===== src/sv/gcol_pkg.sv =====
// Shared types, register codes and helpers for the grid cell owner lookup.
// No dependencies; used by gcol_axis and grid_cell_owner_lookup.
package gcol_pkg;

  localparam int MAX_ROWS_DEF = 16;
  localparam int MAX_COLS_DEF = 16;

  localparam int EXT_W    = 31;
  localparam int POS_W    = 32;
  localparam int BOUND_W  = 33;
  localparam int ID_W     = 16;
  localparam int ID_CNT_W = 17;
  localparam int CFG_CNT_W = 5;
  localparam int CLAMP_W  = 7;
  localparam int ADDR_W   = 5;
  localparam int DATA_W   = 32;
  localparam int REG_IDX_W = 3;
  localparam int OUT_IDX_W = 4;

  typedef logic signed [BOUND_W-1:0] bound_t;

  localparam logic [REG_IDX_W-1:0] REG_GRID_ROWS      = 3'd0;
  localparam logic [REG_IDX_W-1:0] REG_GRID_COLS      = 3'd1;
  localparam logic [REG_IDX_W-1:0] REG_WORLD_WIDTH    = 3'd2;
  localparam logic [REG_IDX_W-1:0] REG_WORLD_HEIGHT   = 3'd3;
  localparam logic [REG_IDX_W-1:0] REG_FIRST_WORKER   = 3'd4;
  localparam logic [REG_IDX_W-1:0] REG_LAST_WORKER    = 3'd5;
  localparam logic [REG_IDX_W-1:0] REG_LOCAL_WORKER   = 3'd6;
  localparam logic [REG_IDX_W-1:0] REG_STRATEGY_READY = 3'd7;

  localparam logic [CFG_CNT_W-1:0] GRID_ROWS_RST    = 5'd1;
  localparam logic [CFG_CNT_W-1:0] GRID_COLS_RST    = 5'd1;
  localparam logic [EXT_W-1:0]     WORLD_WIDTH_RST  = 31'd256000000;
  localparam logic [EXT_W-1:0]     WORLD_HEIGHT_RST = 31'd256000000;

  function automatic logic [CLAMP_W-1:0] clamp_count(logic [CFG_CNT_W-1:0] v,
                                                     int unsigned maxv);
    logic [CLAMP_W-1:0] r;
    if (v == '0) begin
      r = CLAMP_W'(1);
    end else if (32'(v) > maxv) begin
      r = CLAMP_W'(maxv);
    end else begin
      r = CLAMP_W'(v);
    end
    return r;
  endfunction

endpackage


===== src/sv/grid_cell_owner_lookup.sv =====
// Grid cell owner lookup: maps a Q23.8 position to its grid cell and owning worker.
// Input register, then result register; one transfer per cycle sustained while out_ready is high.
// Boundaries are rebuilt after reset and after every register write, by the 31-step serial
// divider and then one boundary per cycle; in_ready is low meanwhile and during a write.
// Synchronous active-high reset clears registers to defaults and empties the pipeline.
// Uses gcol_pkg and gcol_axis.
module grid_cell_owner_lookup #(
  parameter int MAX_ROWS = gcol_pkg::MAX_ROWS_DEF,
  parameter int MAX_COLS = gcol_pkg::MAX_COLS_DEF
) (
  input  logic                          clk,
  input  logic                          rst,
  input  logic                          psel,
  input  logic                          penable,
  input  logic                          pwrite,
  input  logic [gcol_pkg::ADDR_W-1:0]   paddr,
  input  logic [gcol_pkg::DATA_W-1:0]   pwdata,
  output logic [gcol_pkg::DATA_W-1:0]   prdata,
  output logic                          pready,
  input  logic                          in_valid,
  output logic                          in_ready,
  input  logic signed [gcol_pkg::POS_W-1:0] pos_x,
  input  logic signed [gcol_pkg::POS_W-1:0] pos_y,
  output logic                          out_valid,
  input  logic                          out_ready,
  output logic                          owner_valid,
  output logic [gcol_pkg::ID_W-1:0]     owner_worker_id,
  output logic [gcol_pkg::OUT_IDX_W-1:0] cell_row,
  output logic [gcol_pkg::OUT_IDX_W-1:0] cell_col,
  output logic                          local_owns
);
  import gcol_pkg::*;

  localparam int RC_W   = $clog2(MAX_ROWS + 1);
  localparam int CC_W   = $clog2(MAX_COLS + 1);
  localparam int CELL_W = $clog2(MAX_ROWS * MAX_COLS + 1);

  logic [CFG_CNT_W-1:0] grid_rows;
  logic [CFG_CNT_W-1:0] grid_cols;
  logic [EXT_W-1:0]     world_width;
  logic [EXT_W-1:0]     world_height;
  logic [ID_W-1:0]      first_worker_id;
  logic [ID_W-1:0]      last_worker_id;
  logic [ID_W-1:0]      local_worker_id;
  logic                 strategy_ready;

  logic                 cfg_wr;
  logic [REG_IDX_W-1:0] cfg_idx;

  logic [RC_W-1:0]      rows;
  logic [CC_W-1:0]      cols;
  logic                 row_busy;
  logic                 col_busy;
  bound_t               row_b [MAX_ROWS+1];
  bound_t               col_b [MAX_COLS+1];

  logic                 s1_valid;
  logic signed [POS_W-1:0] s1_x;
  logic signed [POS_W-1:0] s1_y;
  logic                 s1_free;
  logic                 s2_en;

  logic [RC_W-1:0]      ridx;
  logic [CC_W-1:0]      cidx;
  logic                 in_row;
  logic                 in_col;
  logic [CELL_W-1:0]    cell_idx;
  logic [CELL_W-1:0]    cells;
  logic [ID_CNT_W-1:0]  ids;
  logic [ID_W-1:0]      lidx;
  logic                 in_world;
  logic                 hit_valid;
  logic                 hit_local;

  assign pready  = 1'b1;
  assign cfg_wr  = psel & penable & pwrite;
  assign cfg_idx = paddr[ADDR_W-1:2];

  always_ff @(posedge clk) begin
    if (rst) begin
      grid_rows       <= GRID_ROWS_RST;
      grid_cols       <= GRID_COLS_RST;
      world_width     <= WORLD_WIDTH_RST;
      world_height    <= WORLD_HEIGHT_RST;
      first_worker_id <= '0;
      last_worker_id  <= '0;
      local_worker_id <= '0;
      strategy_ready  <= 1'b0;
    end else if (cfg_wr) begin
      unique case (cfg_idx)
        REG_GRID_ROWS:      grid_rows       <= pwdata[CFG_CNT_W-1:0];
        REG_GRID_COLS:      grid_cols       <= pwdata[CFG_CNT_W-1:0];
        REG_WORLD_WIDTH:    world_width     <= pwdata[EXT_W-1:0];
        REG_WORLD_HEIGHT:   world_height    <= pwdata[EXT_W-1:0];
        REG_FIRST_WORKER:   first_worker_id <= pwdata[ID_W-1:0];
        REG_LAST_WORKER:    last_worker_id  <= pwdata[ID_W-1:0];
        REG_LOCAL_WORKER:   local_worker_id <= pwdata[ID_W-1:0];
        REG_STRATEGY_READY: strategy_ready  <= pwdata[0];
      endcase
    end
  end

  always_comb begin
    unique case (cfg_idx)
      REG_GRID_ROWS:      prdata = DATA_W'(grid_rows);
      REG_GRID_COLS:      prdata = DATA_W'(grid_cols);
      REG_WORLD_WIDTH:    prdata = DATA_W'(world_width);
      REG_WORLD_HEIGHT:   prdata = DATA_W'(world_height);
      REG_FIRST_WORKER:   prdata = DATA_W'(first_worker_id);
      REG_LAST_WORKER:    prdata = DATA_W'(last_worker_id);
      REG_LOCAL_WORKER:   prdata = DATA_W'(local_worker_id);
      REG_STRATEGY_READY: prdata = DATA_W'(strategy_ready);
    endcase
  end

  assign rows = RC_W'(clamp_count(grid_rows, MAX_ROWS));
  assign cols = CC_W'(clamp_count(grid_cols, MAX_COLS));

  gcol_axis #(.MAX_N(MAX_ROWS)) u_row_axis (
    .clk    (clk),
    .rst    (rst),
    .start  (cfg_wr),
    .n      (rows),
    .extent (world_height),
    .busy   (row_busy),
    .bounds (row_b)
  );

  gcol_axis #(.MAX_N(MAX_COLS)) u_col_axis (
    .clk    (clk),
    .rst    (rst),
    .start  (cfg_wr),
    .n      (cols),
    .extent (world_width),
    .busy   (col_busy),
    .bounds (col_b)
  );

  assign s2_en    = ~out_valid | out_ready;
  assign s1_free  = ~s1_valid | s2_en;
  assign in_ready = s1_free & ~row_busy & ~col_busy & ~cfg_wr;

  always_ff @(posedge clk) begin
    if (rst) begin
      s1_valid <= 1'b0;
    end else if (s1_free) begin
      s1_valid <= in_valid & in_ready;
    end
  end

  always_ff @(posedge clk) begin
    if (in_valid & in_ready) begin
      s1_x <= pos_x;
      s1_y <= pos_y;
    end
  end

  always_comb begin
    bound_t px;
    logic   ge_now;
    logic   ge_nxt;
    px     = bound_t'(s1_x);
    ridx   = '0;
    in_row = 1'b0;
    for (int k = 0; k < MAX_ROWS; k++) begin
      ge_now = px >= row_b[k];
      ge_nxt = px >= row_b[k+1];
      if (ge_now && !ge_nxt && (RC_W'(k) < rows)) begin
        ridx   = ridx | RC_W'(k);
        in_row = 1'b1;
      end
    end
  end

  always_comb begin
    bound_t py;
    logic   ge_now;
    logic   ge_nxt;
    py     = bound_t'(s1_y);
    cidx   = '0;
    in_col = 1'b0;
    for (int k = 0; k < MAX_COLS; k++) begin
      ge_now = py >= col_b[k];
      ge_nxt = py >= col_b[k+1];
      if (ge_now && !ge_nxt && (CC_W'(k) < cols)) begin
        cidx   = cidx | CC_W'(k);
        in_col = 1'b1;
      end
    end
  end

  assign in_world = in_row & in_col;
  assign cell_idx = CELL_W'(cidx) * CELL_W'(rows) + CELL_W'(ridx);
  assign cells    = CELL_W'(rows) * CELL_W'(cols);
  assign ids      = (last_worker_id >= first_worker_id)
                  ? ({1'b0, last_worker_id} - {1'b0, first_worker_id} + ID_CNT_W'(1))
                  : '0;
  assign lidx     = local_worker_id - first_worker_id;

  assign hit_valid = strategy_ready & in_world & (ids == ID_CNT_W'(cells));
  assign hit_local = strategy_ready & in_world
                   & (local_worker_id >= first_worker_id)
                   & (local_worker_id <= last_worker_id)
                   & ({1'b0, lidx} < ID_CNT_W'(cells))
                   & ({1'b0, lidx} == ID_CNT_W'(cell_idx));

  always_ff @(posedge clk) begin
    if (rst) begin
      out_valid <= 1'b0;
    end else if (s2_en) begin
      out_valid <= s1_valid;
    end
  end

  always_ff @(posedge clk) begin
    if (s2_en) begin
      owner_valid     <= hit_valid;
      owner_worker_id <= hit_valid ? first_worker_id + ID_W'(cell_idx) : '0;
      cell_row        <= hit_valid ? OUT_IDX_W'(ridx) : '0;
      cell_col        <= hit_valid ? OUT_IDX_W'(cidx) : '0;
      local_owns      <= hit_local;
    end
  end

endmodule


===== src/sv/gcol_axis.sv =====
// Boundary generator for one grid axis: extent / count by a bit-serial divider,
// then one exact ceiling boundary per cycle by quotient/remainder stepping. Uses gcol_pkg.
module gcol_axis #(
  parameter int MAX_N = gcol_pkg::MAX_ROWS_DEF,
  localparam int CNT_W = $clog2(MAX_N + 1)
) (
  input  logic                       clk,
  input  logic                       rst,
  input  logic                       start,
  input  logic [CNT_W-1:0]           n,
  input  logic [gcol_pkg::EXT_W-1:0] extent,
  output logic                       busy,
  output gcol_pkg::bound_t           bounds [MAX_N+1]
);
  import gcol_pkg::*;

  localparam logic [1:0] ST_IDLE = 2'd0;
  localparam logic [1:0] ST_LOAD = 2'd1;
  localparam logic [1:0] ST_DIV  = 2'd2;
  localparam logic [1:0] ST_STEP = 2'd3;

  localparam int DC_W = $clog2(EXT_W);
  localparam int M_W  = CNT_W + 2;

  logic [1:0]        state;
  logic [DC_W-1:0]   dcnt;
  logic [EXT_W-1:0]  quo;
  logic [CNT_W-1:0]  rem;
  logic [CNT_W-1:0]  k;
  bound_t            f;
  logic [M_W-1:0]    m;

  logic [CNT_W:0]    sh;
  logic              sh_ge;
  logic [CNT_W:0]    d2;
  logic [M_W-1:0]    m_sum;
  logic              m_wrap;
  logic [EXT_W:0]    ext_half;
  bound_t            qs;

  assign sh       = {rem, quo[EXT_W-1]};
  assign sh_ge    = sh >= {1'b0, n};
  assign d2       = {n, 1'b0};
  assign m_sum    = m + M_W'({rem, 1'b0});
  assign m_wrap   = m_sum >= M_W'(d2);
  assign ext_half = ({1'b0, extent} + (EXT_W+1)'(1)) >> 1;
  assign qs       = bound_t'({2'b00, quo});
  assign busy     = state != ST_IDLE;

  always_ff @(posedge clk) begin
    if (rst) begin
      state <= ST_LOAD;
    end else if (start) begin
      state <= ST_LOAD;
    end else begin
      unique case (state)
        ST_IDLE: state <= ST_IDLE;
        ST_LOAD: state <= ST_DIV;
        ST_DIV: begin
          if (dcnt == DC_W'(EXT_W - 1)) begin
            state <= ST_STEP;
          end
        end
        ST_STEP: begin
          if (k == n) begin
            state <= ST_IDLE;
          end
        end
      endcase
    end
  end

  always_ff @(posedge clk) begin
    unique case (state)
      ST_IDLE: begin
        k <= k;
      end
      ST_LOAD: begin
        quo  <= extent;
        rem  <= '0;
        dcnt <= '0;
        k    <= '0;
        f    <= -$signed({2'b00, ext_half[EXT_W-1:0]});
        m    <= extent[0] ? M_W'(n) : '0;
      end
      ST_DIV: begin
        rem  <= sh_ge ? CNT_W'(sh - {1'b0, n}) : CNT_W'(sh);
        quo  <= {quo[EXT_W-2:0], sh_ge};
        dcnt <= dcnt + DC_W'(1);
      end
      ST_STEP: begin
        bounds[k] <= f + bound_t'(m != '0);
        k <= k + CNT_W'(1);
        if (m_wrap) begin
          m <= m_sum - M_W'(d2);
          f <= f + qs + bound_t'(1);
        end else begin
          m <= m_sum;
          f <= f + qs;
        end
      end
    endcase
  end

endmodule


===== config.mk =====
export PLATFORM = sky130hd
export DESIGN_NAME = grid_cell_owner_lookup
export DESIGN_NICKNAME = d
export VERILOG_FILES = /design/src/sv/gcol_pkg.sv /design/src/sv/grid_cell_owner_lookup.sv /design/src/sv/gcol_axis.sv
export SDC_FILE = /design/constraint.sdc
export NUM_CORES = 2
export LEC_CHECK = 0
export BUFFER_PORTS_ARGS = -buffer_cell sky130_fd_sc_hd__buf_2
export CAP_MARGIN = 20
export CORE_AREA = 2 2 563 565
export CTS_CLUSTER_SIZE = 10
export DETAILED_ROUTE_END_ITERATION = 8
export DIE_AREA = 0 0 565 567
export GPL_TIMING_DRIVEN = 0
export PLACE_DENSITY = 0.47
export SETUP_SLACK_MARGIN = 0.02
export SYNTH_ARGS = -nofsm -noshare
export SYNTH_HDL_FRONTEND = slang
export SYNTH_SLANG_ARGS = --single-unit

===== constraint.sdc =====
create_clock -name clk -period 9.78 [get_ports clk]
set_input_delay 0 -clock clk [delete_from_list [all_inputs] [get_ports clk]]
set_output_delay 0 -clock clk [all_outputs]
set_load 0.01 [all_outputs]

== After elaboration in Yosys (flattened, before gate mapping) ==
Cells that the tools add are included.

* $add $sub $neg: 25
* Multipliers: 2
* Order comparisons: 80
* Equality and inequality tests: 23
* Muxes and demuxes: 100
* Bitwise logic cells: 22
* Reductions and logical operators: 122

{| class="wikitable"
|+ Operator list
! operator !! number
|-
| $bwmux W561 || 2
|-
| $ge A32 B33 Y1 || 34
|-
| $demux W33 S5 || 2
|-
| $pmux W32 S8 || 1
|-
| $mux W33 || 4
|-
| $pmux W33 S2 || 2
|-
| $pmux W31 S2 || 2
|-
| $lt A4 B5 Y1 const A || 16
|-
| $add A33 B2 Y33 || 2
|-
| $add A33 B2 Y33 const B || 2
|-
| $add A33 B32 Y33 || 2
|-
| $logic_and A1 B1 Y1 || 66
|-
| $neg A31 Y33 || 2
|-
| $add A31 B1 Y32 const B || 2
|-
| $mux W4 || 16
|-
| $pmux W5 S2 || 6
|-
| $lt A3 B5 Y1 const A || 8
|-
| $mux W5 || 8
|-
| $mux W1 || 34
|-
| $ge A16 B16 Y1 || 2
|-
| $logic_not A1 Y1 || 32
|-
| $pmux W7 S2 || 2
|-
| $mux W3 || 8
|-
| $add A5 B1 Y5 const B || 4
|-
| other kinds (43) || 115
|}

* Register bits after elaboration: 1,511
* Output and inout port bits: 61

== Depth between registers and ports, before layout ==
* Depth after elaboration: 27
* Depth in mapped cells: 34
* Gate-level depth less buffers: 33

== Modules after synthesis ==
Synthesis repeated with hierarchy kept, for this count alone.

* Cell total of the unflattened synthesis: 8,904
* Area, all modules: 94,964.8 um^2

{| class="wikitable"
|+ By module, submodules not included
! module !! instances !! cells an instance !! area each (um^2)
|-
| grid_cell_owner_lookup || 1 || 5,548 || 41,872.7
|-
| gcol_axis (u_row_axis) || 1 || 1,669 || 26,685.6
|-
| gcol_axis (u_col_axis) || 1 || 1,687 || 26,406.6
|}

== Least setup slack after synthesis ==
OpenSTA, ideal clock, no wires.

* Kind: register to register
* Start point: register s1_y[31]
* End point: register owner_worker_id[13] (netlist name), data pin
* Library setup time: 255 ps
* Arrival time: 6,719 ps
* Slack: 2,806 ps
* Stages on the path, launching flop included: 31
* Path buffers: 1
* Cells stage by stage: edfxtp_1 -> ha_1 -> and4_1 -> nand4_1 -> or3_1 -> nor3_1 -> a21oi_1 -> a32oi_1 -> a32o_1 -> nor2_1 -> and3_1 -> clkbuf_1 -> nand2b_1 -> fa_1 -> fa_1 -> fa_1 -> inv_1 -> ha_1 -> nor2b_1 -> o21ai_0 -> nand2b_1 -> a21o_1 -> a21oi_1 -> xnor2_1 -> ha_1 -> inv_1 -> o21bai_1 -> a21oi_1 -> nor2_1 -> xnor2_1 -> nor2_2

* Cells in the longest elaborated chain, start to end: 23
* Elaborated cells between the ends (all ways): 102
* Those cells by class: add/sub: 2; mul: 1; order compare: 17; mux: 31; bitwise: 3; reduce/logical: 48

{| class="wikitable"
|+ RTL lines
! element !! RTL line !! source
|-
| start, declared || grid_cell_owner_lookup.sv:59 || <nowiki>logic signed [POS_W-1:0] s1_y;</nowiki>
|-
| start signal, assigned || grid_cell_owner_lookup.sv:154 || <nowiki>s1_y <= pos_y;</nowiki>
|-
| parallel branches: the longest is 23 deep, another holds $ge A32 B33 Y1 || -- ||
|-
| end signal, assigned || grid_cell_owner_lookup.sv:218 || <nowiki>owner_worker_id <= hit_valid ? first_worker_id + ID_W'(cell_idx) : '0;</nowiki>
|-
| end, declared || grid_cell_owner_lookup.sv:27 || <nowiki>output logic [gcol_pkg::ID_W-1:0] owner_worker_id,</nowiki>
|}

Several ways; the timed one is not identified.
A chain may end at the register's enable or synchronous reset.

== Final worst setup path ==
* Start point: register s1_y[17]
* End point: register owner_worker_id[15] (netlist name), data pin

The elaborated chain is that of the path after synthesis.

==> flow_metrics.tcl <==
set metrics [dict create \
    run_status "finished, final reports clean" \
    syn_inst 8739 \
    routed_wl_um 318000 \
    num_rows 206 \
    netlist.area_leader.share 0.442 \
    cp-end-kind "flip-flop" \
    cpPeakStageDelay_ns 0.82 \
    drive_above_1_share 0.0940 \
    fillers 30900 \
    cts.sinks 1511 \
    syn-num-nets 10200 \
    clkLatencyLatePin_ns 0.90 \
    critPathRequiredTime_ns 10.46 \
    first_iter_violations 5027 \
    cts_tree "built" \
    crit_arrival_ns 10.02 \
    vdd_ir_drop_max_mv 0.184 \
    grt_pass1_vias 68500 \
    grt_util_all_layers 0.194 \
    r2r_end "owner_worker_id[15]$_SDFFCE_PN0P_" \
    die_w_um 565 \
    ys_seq_area_frac 0.469 \
    ff2ff_path_depth 30 \
    hold_viol_final 0 \
    worst-path-max-fanout 17 \
    ant_nets 0 \
    dp_hpwl_um 240000 \
    gr-total-overflow 0 \
    max_cap_viol_count 0 \
    syn_area_per_cell_um2 10.8 \
    async_reset_ff_frac 0 \
    gp_congestion 0.926 \
    synth-main-ff-cell "edfxtp_1" \
    yosys_warnings 0 \
    setup-violations-final 0 \
    placed_cell_area_um2 104000 \
    ys_seq_elements 1511 \
    fin_skew_ns 0.0797 \
    rr_startpoint "s1_y[17]$_DFFE_PP_" \
    slowest_stage "edfxtp_1" \
    wl_per_cell_um 23.1 \
    grt_start_max_net_pins 40 \
    final_nets 11000 \
    tightest_slew_ns 1.23 \
    layout_commonest_cell "edfxtp_1" \
    max_freq_mhz 107 \
    grt_setup_unrepaired "false" \
    crit_path_end "owner_worker_id[15]$_SDFFCE_PN0P_" \
    final_util 0.357 \
    die_area_um2 320000 \
    cts.clk_slew.worst_paths_ns 0.06 \
    ios 169 \
    crit_type "reg2reg" \
    finalCritPeriodShare 0.955 \
    initial_core_util 0.299 \
    core_area_um2 314000 \
    drt-met1-wl_um 147000 \
    yosysTopAreaCell "edfxtp_1" \
    synth_edf_count 1384 \
    ys_top_cells_by_area "edfxtp_1 (44%), ha_1 (18%), inv_1 (5.2%)" \
    crit_path_start "s1_y[17]$_DFFE_PP_" \
    route.met3.wl_um 15500 \
    routed.top_layer "met5" \
    first_pass_iters 6 \
    io_buffers 162 \
    final_cell_mix "edfxtp_1 (1384), ha_1 (1359), inv_1 (1308)" \
    synth_cell_types 123 \
    clockBufferDepth 4 \
    period_minus_slack_ns 9.34 \
    reg2reg_slack_ns 0.44 \
    via_per_inst 5.05 \
    dr_wl_met2_um 144000 \
    area_growth_pct 19.2 \
    cts-buffers-inserted 192 \
    power_density_nw_per_um2 192 \
    slew_viol_final 0 \
    syn_area_um2 94000 \
    fin_area_um2 112000 \
    ctsHtreeMaxLevel 4 \
    ctsRootBufferMaster "clkbuf_16" \
    via_count 69500 \
    drc_errors 0 \
    die_h_um 567 \
    holdCritPathClass "in2reg" \
    leakagePower_nw 47.9 \
    cp-start-kind "flip-flop" \
    grt_pass1_wl_um 459000 \
    antenna_found_initial 18 \
    slew_headroom 0.171 \
]
==> worst min-delay path by stage <==
stage	from	endpoint	slack, ns	cells after the start
floorplan	pos_x[0]	s1_x[0]$_DFFE_PP_	0.1	0
CTS	pwdata[11]	last_worker_id[11]$_SDFFE_PP0P_	0.002	4
detailed placement	pos_y[20]	s1_y[20]$_DFFE_PP_	0.18	1
global placement	pos_x[22]	s1_x[22]$_DFFE_PP_	0.18	1
finish	pwdata[14]	world_width[14]$_SDFFE_PP1P_	0.07	4
global route	pwdata[14]	world_height[14]$_SDFFE_PP1P_	0.03	3
==> cell usage after synthesis, types with 17 or more instances <==
| cell type | n |
|---|---|
| a31oi_1 | 39 |
| a211o_1 | 17 |
| fa_1 | 35 |
| inv_1 | 1309 |
| nand4_1 | 244 |
| edfxtp_1 | 1384 |
| a22oi_1 | 20 |
| a221oi_1 | 33 |
| nor2b_1 | 100 |
| a21oi_1 | 607 |
| o2111ai_1 | 23 |
| nand3b_1 | 28 |
| o21bai_1 | 23 |
| nand2_1 | 601 |
| o21ai_0 | 273 |
| a211oi_1 | 64 |
| o22ai_1 | 23 |
| mux2i_1 | 60 |
| and2_1 | 65 |
| o21a_1 | 27 |
| nand3_1 | 163 |
| dfxtp_1 | 127 |
| nor2_1 | 435 |
| nor3_1 | 133 |
| ha_1 | 1361 |
| o211ai_1 | 39 |
| and3_1 | 56 |
| and4_1 | 42 |
| xnor2_1 | 234 |
| nand2b_1 | 44 |
| xor2_1 | 109 |
| a21o_1 | 335 |
| nor4_1 | 49 |
| or3_1 | 41 |
| clkbuf_1 | 147 |
| mux2_2 | 68 |
==> per-layer routing <==
metal	vias to the layer above	global-route usage
met4	12	0.0614
met2	1725	0.314
li1	33100	-
met5	-	0
met3	456	0.0242
met1	34200	0.269
==> state kept, by name, indices dropped and copies added, names as in the netlist, 31 cells and up <==
register	flops
u_row_axis.quo	31
world_width	31
u_col_axis.bounds	561
s1_x	32
u_col_axis.quo	31
u_row_axis.f	33
u_row_axis.bounds	561
s1_y	32
u_col_axis.f	33
world_height	31
==> metrics by stage <==
step / std cells / setup TNS [ns] / total power [mW] / setup WS (ns) / hold slack, ns
2_1_floorplan: 8739 / 0 / 12.1 / 2.81 / 0.0989
3_3_place_gp: 13100 / -15.30 / 14.2 / -1.46 / 0.177
3_5_place_dp: 13200 / -4.78 / 14.8 / -0.634 / 0.178
4_1_cts: 13700 / 0 / 21.7 / 0.0386 / 0.00244
5_1_grt: 13800 / 0 / 22.6 / 0.0443 / 0.0334
6_report: 13800 / 0 / 21.5 / 0.438 / 0.0689
==> worst max-delay path: cells and delay by family (launching register included) <==
family	cells	cell delay (ns)
adder cells (fa/ha/maj)	6	2.66
AO/OA/AOI/OAI	10	2.40
AND/OR/NAND/NOR	9	2.28
flip-flops	1	0.82
XOR/XNOR	2	0.55
buffers and inverters	3	0.45
==> area by class of cell <==
type / count / area [µm²] / area share
Antenna cell: 7 / 17.5 / 0.000156
Buffer: 186 / 806 / 0.00719
Clock buffer: 256 / 5190 / 0.0463
Clock inverter: 54 / 577 / 0.00515
Inverter: 1312 / 4920 / 0.0439
Multi-Input combinational cell: 5730 / 44900 / 0.401
Sequential cell: 1511 / 44100 / 0.394
Tap cell: 4160 / 5200 / 0.0464
Timing Repair Buffer: 560 / 6310 / 0.0563
==> where the power goes <==
part	internal, mW	switching, mW
Combinational	2.30	3.95
Clock	3.94	2.83
Sequential	8.01	0.474
Total	14.3	7.26
==> timing repair <==
action,CTS,global route
gates cloned,0,0
hold endpoints to repair,227,0
setup endpoints to repair,10,9
buffers inserted,7,18
pin swaps,0,1
hold buffers,198,0
gates resized for setup,4,8
==> cells by family after synthesis <==
group / synth area share
other cells: 0.0000799
fa+ha+maj: 0.189
buf+inv: 0.0610
compound gates: 0.120
xor+xnor: 0.0321
flops: 0.469
simple gates: 0.114
mux: 0.0153
No activity file was read; power rests on OpenSTA's default activity.
